--- config.mk ---
export PLATFORM = sky130hd
export DESIGN_NAME = armed_dual_slew_rate_limiter
export DESIGN_NICKNAME = d
export VERILOG_FILES = /design/src/rtl/core/adsrl_pkg.sv /design/src/rtl/core/armed_dual_slew_rate_limiter.sv
export SDC_FILE = /design/constraint.sdc
export NUM_CORES = 2
export LEC_CHECK = 0
export ABC_AREA = 1
export BUFFER_PORTS_ARGS = -buffer_cell sky130_fd_sc_hd__buf_2
export CORE_MARGIN = 5
export CORE_UTILIZATION = 60
export CTS_BUF_LIST = sky130_fd_sc_hd__clkbuf_8 sky130_fd_sc_hd__clkbuf_16
export DETAILED_ROUTE_END_ITERATION = 8
export HOLD_SLACK_MARGIN = 0.05
export PLACE_DENSITY_LB_ADDON = 0.08
export SETUP_SLACK_MARGIN = 0.02
export SYNTH_ARGS = -nofsm -noshare
export SYNTH_HDL_FRONTEND = slang
export SYNTH_SLANG_ARGS = --single-unit
--- constraint.sdc ---
create_clock -name clk -period 17.5 [get_ports clk]
set_clock_uncertainty 0.05 [all_clocks]
set_input_delay 0.875 -clock clk [delete_from_list [all_inputs] [get_ports clk]]
set_output_delay 0.875 -clock clk [all_outputs]
set_load 0.05 [all_outputs]
--- src/rtl/core/adsrl_pkg.sv ---
// Shared types, codes, reset values and arithmetic for the armed dual slew-rate limiter.
package adsrl_pkg;

  localparam int AxisW   = 16;
  localparam int VelW    = 16;
  localparam int CfgW    = 15;
  localparam int CfgIdxW = 3;
  localparam int InDataW  = 40;
  localparam int OutDataW = 32;

  typedef logic signed [AxisW-1:0] axis_t;
  typedef logic signed [VelW-1:0]  vel_t;
  typedef logic [CfgW-1:0]         cfg_val_t;

  typedef enum logic {
    KIND_SAMPLE = 1'b0,
    KIND_TICK   = 1'b1
  } kind_t;

  typedef enum logic [CfgIdxW-1:0] {
    REG_MAX_LINEAR   = 3'd0,
    REG_MAX_ANGULAR  = 3'd1,
    REG_LINEAR_STEP  = 3'd2,
    REG_ANGULAR_STEP = 3'd3,
    REG_ALWAYS_ARMED = 3'd4
  } reg_idx_t;

  localparam cfg_val_t RST_MAX_LINEAR   = 15'd901;
  localparam cfg_val_t RST_MAX_ANGULAR  = 15'd15729;
  localparam cfg_val_t RST_LINEAR_STEP  = 15'd90;
  localparam cfg_val_t RST_ANGULAR_STEP = 15'd1573;

  // round(axis * maxv / 2^15), nearest, ties toward +infinity
  function automatic vel_t scale_axis(axis_t axis, cfg_val_t maxv);
    logic signed [AxisW+CfgW:0] prod;
    logic signed [AxisW+CfgW:0] shifted;
    prod    = axis * $signed({1'b0, maxv}) + (AxisW+CfgW+1)'(16384);
    shifted = prod >>> CfgW;
    return shifted[VelW-1:0];
  endfunction

  // move cur toward tgt by at most step, land exactly when close
  function automatic vel_t slew(vel_t cur, vel_t tgt, cfg_val_t step);
    logic signed [VelW:0] diff;
    logic [VelW:0]        mag;
    logic signed [VelW:0] moved;
    diff  = {tgt[VelW-1], tgt} - {cur[VelW-1], cur};
    mag   = diff[VelW] ? (VelW+1)'(-diff) : diff;
    moved = diff[VelW] ? {cur[VelW-1], cur} - $signed({2'b00, step})
                       : {cur[VelW-1], cur} + $signed({2'b00, step});
    return (mag <= {2'b00, step}) ? tgt : moved[VelW-1:0];
  endfunction

endpackage

--- src/rtl/core/armed_dual_slew_rate_limiter.sv ---
// Top level of the armed dual slew-rate limiter: input register, state update, result register.
//
// Usage:
//   s_* stream carries joystick samples (tuser = 0) and publish ticks (tuser = 1).
//   m_* stream carries velocity commands; tuser marks the zero command sent at disarm.
//   cfg_* channel writes the five registers (index, data); write only while idle.
//   A sample retargets both channels and, unless always-armed, runs the arm button logic;
//   a release while armed disarms, zeroes all state and emits a zero command. A tick,
//   while armed or always-armed, slews each channel by at most its step, emits the new pair.
// Path: m_tvalid is driven by the result register, loaded from the input register
//   (input register, then result register). Throughput: one item per cycle while
//   no result waits on m_tready; the per-item work is one 16x15 multiply per channel,
//   or one subtract, compare and add per channel between the two registers.
// Reset: synchronous; clears armed, targets, current values and both valid flags,
//   restores register defaults. s_tready and cfg_ready are low during reset.
// Stall: a result waiting on m_tready holds; one further item may sit in the
//   input register, then s_tready drops until the result is taken.
module armed_dual_slew_rate_limiter (
  input  logic                               clk,
  input  logic                               rst,
  input  logic                               s_tvalid,
  output logic                               s_tready,
  input  logic [adsrl_pkg::InDataW-1:0]      s_tdata,   // linear_axis, angular_axis, arm_pressed
  input  logic                               s_tuser,   // kind
  output logic                               m_tvalid,
  input  logic                               m_tready,
  output logic [adsrl_pkg::OutDataW-1:0]     m_tdata,   // linear_velocity, angular_velocity
  output logic                               m_tuser,   // from_disarm
  input  logic                               cfg_valid,
  output logic                               cfg_ready,
  input  logic [adsrl_pkg::CfgIdxW-1:0]      cfg_index,
  input  logic [adsrl_pkg::CfgW-1:0]         cfg_data
);

  adsrl_pkg::cfg_val_t max_linear, max_angular, linear_step, angular_step;
  logic                arm_bypass;

  logic                in_valid;
  adsrl_pkg::kind_t    in_kind;
  adsrl_pkg::axis_t    in_lin_axis, in_ang_axis;
  logic                in_pressed;

  logic                armed, armed_next;
  adsrl_pkg::vel_t     tgt_lin, tgt_ang, cur_lin, cur_ang;
  adsrl_pkg::vel_t     tgt_lin_next, tgt_ang_next, cur_lin_next, cur_ang_next;
  logic                emit;
  logic                emit_disarm;

  logic                out_valid;
  adsrl_pkg::vel_t     out_lin, out_ang;
  logic                out_disarm;

  logic                advance;

  assign advance   = !out_valid || m_tready;
  assign s_tready  = !rst && (!in_valid || advance);
  assign cfg_ready = !rst;

  always_ff @(posedge clk) begin
    if (rst) begin
      max_linear   <= adsrl_pkg::RST_MAX_LINEAR;
      max_angular  <= adsrl_pkg::RST_MAX_ANGULAR;
      linear_step  <= adsrl_pkg::RST_LINEAR_STEP;
      angular_step <= adsrl_pkg::RST_ANGULAR_STEP;
      arm_bypass   <= 1'b0;
    end else if (cfg_valid && cfg_ready) begin
      case (adsrl_pkg::reg_idx_t'(cfg_index))
        adsrl_pkg::REG_MAX_LINEAR:   max_linear   <= cfg_data;
        adsrl_pkg::REG_MAX_ANGULAR:  max_angular  <= cfg_data;
        adsrl_pkg::REG_LINEAR_STEP:  linear_step  <= cfg_data;
        adsrl_pkg::REG_ANGULAR_STEP: angular_step <= cfg_data;
        adsrl_pkg::REG_ALWAYS_ARMED: arm_bypass   <= cfg_data[0];
        default: ;
      endcase
    end
  end

  always_ff @(posedge clk) begin
    if (rst) begin
      in_valid <= 1'b0;
    end else if (s_tvalid && s_tready) begin
      in_valid <= 1'b1;
    end else if (advance) begin
      in_valid <= 1'b0;
    end
  end

  always_ff @(posedge clk) begin
    if (s_tvalid && s_tready) begin
      in_kind     <= adsrl_pkg::kind_t'(s_tuser);
      in_lin_axis <= s_tdata[15:0];
      in_ang_axis <= s_tdata[31:16];
      in_pressed  <= s_tdata[32];
    end
  end

  always_comb begin
    armed_next   = armed;
    tgt_lin_next = tgt_lin;
    tgt_ang_next = tgt_ang;
    cur_lin_next = cur_lin;
    cur_ang_next = cur_ang;
    emit         = 1'b0;
    emit_disarm  = 1'b0;
    case (in_kind)
      adsrl_pkg::KIND_SAMPLE: begin
        tgt_lin_next = adsrl_pkg::scale_axis(in_lin_axis, max_linear);
        tgt_ang_next = adsrl_pkg::scale_axis(in_ang_axis, max_angular);
        if (!arm_bypass) begin
          if (!in_pressed && armed) begin
            armed_next   = 1'b0;
            tgt_lin_next = '0;
            tgt_ang_next = '0;
            cur_lin_next = '0;
            cur_ang_next = '0;
            emit         = 1'b1;
            emit_disarm  = 1'b1;
          end else if (in_pressed && !armed) begin
            armed_next = 1'b1;
          end
        end
      end
      adsrl_pkg::KIND_TICK: begin
        if (armed || arm_bypass) begin
          cur_lin_next = adsrl_pkg::slew(cur_lin, tgt_lin, linear_step);
          cur_ang_next = adsrl_pkg::slew(cur_ang, tgt_ang, angular_step);
          emit         = 1'b1;
        end
      end
      default: ;
    endcase
  end

  always_ff @(posedge clk) begin
    if (rst) begin
      armed   <= 1'b0;
      tgt_lin <= '0;
      tgt_ang <= '0;
      cur_lin <= '0;
      cur_ang <= '0;
    end else if (in_valid && advance) begin
      armed   <= armed_next;
      tgt_lin <= tgt_lin_next;
      tgt_ang <= tgt_ang_next;
      cur_lin <= cur_lin_next;
      cur_ang <= cur_ang_next;
    end
  end

  always_ff @(posedge clk) begin
    if (rst) begin
      out_valid <= 1'b0;
    end else if (advance) begin
      out_valid <= in_valid && emit;
    end
  end

  always_ff @(posedge clk) begin
    if (advance && in_valid && emit) begin
      out_lin    <= cur_lin_next;
      out_ang    <= cur_ang_next;
      out_disarm <= emit_disarm;
    end
  end

  assign m_tvalid = out_valid;
  assign m_tdata  = {out_ang, out_lin};
  assign m_tuser  = out_disarm;

endmodule

# Word-level counts from Yosys, hierarchy flattened
# Cells that the tools add are included.
[word_totals] reg_bits=195 input_bits=64 out_inout_bits=36 word_cells=91
[op_classes] n_addsub=10 n_mul=2 n_lt_le_gt_ge=2 eq_ne=4 mux=26 n_bitwise=2 n_reduce_logical=26
[op_table] cell="16-bit two-way mux" n=14
[op_table] cell="16-bit one-hot mux with 2 select lines" n=2
[op_table] cell="31-bit by 16-bit adder with 31-bit output, second input constant" n=2
[op_table] cell="16-bit by 16-bit multiplier with 31-bit output" n=2
[op_table] cell="17-bit by 15-bit less-or-equal comparator with 1-bit output" n=2
[op_table] cell="17-bit two-way mux" n=2
[op_table] cell="17-bit negation" n=2
[op_table] cell="16-bit by 16-bit subtractor with 17-bit output" n=2
[op_table] cell="16-bit adder" n=2
[op_table] cell="16-bit subtractor" n=2
[op_table] cell="2-bit AND reduction" n=6
[op_table] cell="1-bit logical AND" n=8
[op_table] cell="1-bit two-way mux" n=7
[op_table] cell="3-bit by 2-bit == test with 1-bit output, second input constant" n=2
[op_table] cell="1-bit zero test" n=5
[op_table] cell="4-bit AND reduction" n=1
[op_table] cell="2-bit nonzero test" n=2
[op_table] cell="3-bit by 1-bit == test with 1-bit output, second input constant" n=1
[op_table] cell="3-bit == test, second input constant" n=1
[op_table] cell="3-bit zero test" n=1
[op_table] cell="1-bit logical OR" n=3
[op_table] cell="1-bit inverter" n=2
[op_table] cell="1-bit one-hot mux with 2 select lines" n=1

# Depth between registers and ports, before layout
[logic_depth] depth_word=7 mapped_depth=34 ltp_nobuf=33

# Worst setup path before layout
# No wires, ideal clock.
[synth_timing] path_type="register to register" start="register max_linear[2]" end="register tgt_lin[15]" setup_ns=0.132 t_arrival_ns=5.634 required_time_ns=17.318 setup_slack_ns=11.683 stages_incl_launch_ff=24 path_buffers=2 synth_period_minus_slack_ns=5.817 cell_sequence="dfxtp_1 > clkbuf_1 > clkbuf_1 > nand2_1 > fa_1 > inv_1 > fa_1 > fa_1 > fa_1 > fa_1 > inv_1 > fa_1 > inv_1 > ha_1 > nand2_1 > nor4_1 > o21ai_0 > nand3_1 > nand2_1 > o211ai_1 > a21oi_1 > xor2_1 > nand2_1 > a21oi_1"
[synth_via] elab_chain_cells=4
[synth_lines] element="from (decl)" line_no="armed_dual_slew_rate_limiter.sv:35" rtl="adsrl_pkg::cfg_val_t max_linear, max_angular, linear_step, angular_step;"
[synth_lines] element="from (signal assigned)" line_no="armed_dual_slew_rate_limiter.sv:61" rtl="max_linear <= adsrl_pkg::RST_MAX_LINEAR;"
[synth_lines] element="from (signal assigned)" line_no="armed_dual_slew_rate_limiter.sv:68" rtl="adsrl_pkg::REG_MAX_LINEAR: max_linear <= cfg_data;"
[synth_lines] element="16-bit by 16-bit multiplier with 31-bit output *" line_no="adsrl_pkg.sv:37" rtl="prod = axis * $signed({1'b0, maxv}) + (AxisW+CfgW+1)'(16384);"
[synth_lines] element="31-bit by 16-bit adder with 31-bit output *" line_no="adsrl_pkg.sv:37"
[synth_lines] element="16-bit two-way mux" line_no="armed_dual_slew_rate_limiter.sv:110" rtl="if (!in_pressed && armed) begin"
[synth_lines] element="16-bit two-way mux *" line_no="armed_dual_slew_rate_limiter.sv:109" rtl="if (!arm_bypass) begin"
[synth_lines] element="to (signal assigned)" line_no="armed_dual_slew_rate_limiter.sv:143" rtl="tgt_lin <= tgt_lin_next;"
[synth_lines] element="to (decl)" line_no="armed_dual_slew_rate_limiter.sv:44" rtl="adsrl_pkg::vel_t tgt_lin, tgt_ang, cur_lin, cur_ang;"
# Mark *: on every way between the ends. The rest lies on a longest branch, timed or not.
# A chain may end at the register's enable or synchronous reset.

# Final worst setup path
[layout_timing] start="register max_linear[1]" end="register tgt_lin[15]"
# The elaborated chain is that of the path after synthesis.

==> results by group <==
Run status
  – Outcome: finished clean

Finish
  – Fillers: 4,910
  – Register area: 4570 um2
  – Synth-to-Final Area Change: 4.68%
  – Finished Layout Cells: 4,963
  – Antenna fix cells: 0
  – Layout cells sized above 1: 0.0475
  – NumNets Final: 5,089
  – Footprint of the multi-input gates: 22,800 um2

Routing
  – DRT Pass-1 Iters: 7
  – Wirelength per Cell: 16.6 um
  – Residual DRC: 0
  – Via count: 26,200
  – DR iter-0 viols: 1,684
  – Routed wl met2: 40,800 um
  – Max Used Layer: met4
  – Final ANT Viol Nets: 0
  – Wirelength, routed: 82,400 um
  – Vias per cell: 5.27
  – Wl on met1: 35,700 um
  – Metal3 WL: 4190 um

Worst hold path
  – Worst hold endpoint: m_tvalid
  – Worst Hold Depth: 2
  – Hold WC Path Type: reg -> reg
  – Hold Path Origin: in_valid

Floorplanning
  – IO Pins: 100
  – Die Y-Extent: 241 um
  – Die Wd: 241 um
  – Initial Util: 0.608
  – Die area: 58,300 um2
  – Row cnt: 84
  – Core Region: 52,900 um2

Setup path
  – Worst R2R End: tgt_lin[15]
  – Worst Path Required: 17.79 ns
  – Crit. End Element: flop
  – Critical-path maximum fanout: 16
  – Worst setup path class: reg -> reg
  – CP Data Arrival Time: 6.96 ns
  – R2R setup slack: 10.83 ns
  – Path depth of the worst reg2reg path: 21
  – RR Startpoint: max_linear[1]
  – Startpoint types: flop

Clock network
  – Clk root buf: clkbuf_16
  – Reg clk slew, reported paths: 0.08 ns
  – Sink Count: 195
  – Clock Latency Late Sink: 0.49 ns
  – CTS tree: done
  – Setup bufs post-CTS: 0
  – Maximum buffer depth of the clock tree: 2
  – H-tree level count: 4
  – CTS Buf Count: 17
  – Cts repair resizes: 0
  – Hold bufs inserted after CTS: 0

STA
  – Worst slew pin tran: 1.21 ns
  – Final setup viols: 0
  – Final Max Slew Viols: 0
  – Tmin final: 6.67 ns
  – Unrepaired setup endpoints after global routing: no
  – Final period util: 0.381
  – Slew margin rel.: 0.195
  – Peak Freq: 150 MHz
  – Final Hold Fails: 0
  – WHS: 0.432 ns
  – Setup ws final: 10.83 ns
  – Setup TNS: 0 ns

Yosys
  – Synth warnings: 0
  – Synth Net Count: 5,102
  – Main synth FF type: dfxtp_1
  – Synth top area share: 0.301
  – Most instantiated cells after synthesis: inv_1 (1,104), nand2_1 (1,067), fa_1 (484)
  – Post-Synthesis Cells: 4,275
  – Yosys top cell by area: fa_1
  – Avg Inst Size Synth: 7.52 um2
  – Synth Cell Area: 32,200 um2
  – Area contributors post-synth: fa_1 (30%), inv_1 (13%), nand2_1 (12%)
  – Library cells used by synthesis: 49
  – Seq/Total Area, Yosys: 0.142
  – Post-synth EDFFs: 67
  – #FFs+latches synth: 195
  – Synth async-reset ratio: 0
  – Most common cell in the netlist: inv_1

Placed design
  – GPL Wtd Cong: 0.959
  – DP HPWL: 64,800 um
  – Dpl ws: 10.81 ns
  – Dpl cells: 4,931
  – I/O Buffers: 92

Global routing
  – Vias in the first global route: 26,400
  – GR Overflow Total: 0
  – Number of antenna violations at the first check in global routing: 0
  – Global-route usage over all layers: 0.292
  – Largest net degree at the start of global routing: 69
  – First-pass GRT wire length: 135,000 um

Job
  – Max-Cap Viols: 0
[layout make-up]
| type | instances | area share |
|---|---|---|
| repair buffers | 113 | 0.0184 |
| flip-flops and latches | 195 | 0.136 |
| clock buffers | 17 | 0.0126 |
| clock inverters | 15 | 0.00431 |
| inverters | 1118 | 0.125 |
| multi-input cells | 2817 | 0.678 |
| well taps | 688 | 0.0256 |
[registers in the layout, indices dropped and copies added, names as in the netlist]
register / cells
linear_step: 15
in_kind: 1
arm_bypass: 1
m_tvalid: 1
out_ang: 16
m_tuser: 1
max_linear: 15
max_angular: 15
angular_step: 15
cur_lin: 16
cur_ang: 16
in_pressed: 1
tgt_lin: 16
in_ang_axis: 16
tgt_ang: 16
in_valid: 1
armed: 1
out_lin: 16
in_lin_axis: 16
[cells by family after synthesis]
kind of cell | Yosys count | synth area share
and+or+nand+nor | 1503 | 0.192
buffers and inverters | 1263 | 0.148
adders and majority gates | 763 | 0.410
AOI/OAI and AO/OA | 427 | 0.0732
DFF | 195 | 0.142
xor gates and xnor gates | 124 | 0.0340
[placed cells by master, fill, tap and decap left out, drive strengths merged, types with 7 or more instances in the layout]
| master | instances |
|---|---|
| fa | 484 |
| or2 | 9 |
| o211ai | 19 |
| inv | 1125 |
| a21boi | 12 |
| o21bai | 12 |
| o21a | 7 |
| edfxtp | 67 |
| a31oi | 8 |
| nand2 | 1081 |
| nand3b | 14 |
| dfxtp | 128 |
| nor3 | 32 |
| buf | 113 |
| ha | 279 |
| nand4 | 31 |
| nand3 | 169 |
| a21oi | 251 |
| xnor2 | 38 |
| xor2 | 86 |
| o21ai | 101 |
| clkbuf | 17 |
| nor2 | 162 |
[worst max path at each step]
stage	from	end
5_1_grt	max_linear[1]	tgt_lin[15]
3_3_place_gp	max_linear[1]	tgt_lin[15]
4_1_cts	max_linear[1]	tgt_lin[15]
2_1_floorplan	max_linear[2]	tgt_lin[15]
6_report	max_linear[1]	tgt_lin[15]
3_5_place_dp	max_linear[1]	tgt_lin[15]
[worst max-delay path, stage by stage (launching register included)]
cell	delay [ns]
dfxtp_1	0.89
nand2_1	0.29
fa_1	0.72
inv_1	0.14
fa_1	0.54
fa_1	0.45
fa_1	0.55
fa_1	0.50
inv_1	0.05
fa_1	0.47
inv_1	0.04
ha_1	0.34
nand2_1	0.12
nor4_1	0.37
o21ai_0	0.15
nand3_1	0.17
nand2_1	0.07
o211ai_1	0.18
a21oi_1	0.15
xor2_1	0.16
nand2_1	0.06
a21oi_1	0.06
[layer usage]
metal | global-route usage | vias up
li1 | - | 12700
met1 | 0.388 | 12600
met2 | 0.517 | 702
met3 | 0.0342 | 104
met4 | 0.0677 | 0
met5 | 0 | -
[through the flow]
stage | utilization | cell area (um2)
after floorplan | - | 32200
after global placement | 0.626 | 33100
after detailed placement | 0.626 | 33100
after CTS | 0.637 | 33700
after global routing | 0.637 | 33700
final | 0.637 | 33700
Power is left out: the tool's default activity adds up to more than one toggle a clock period on the data nets, which glitch-free logic cannot reach.
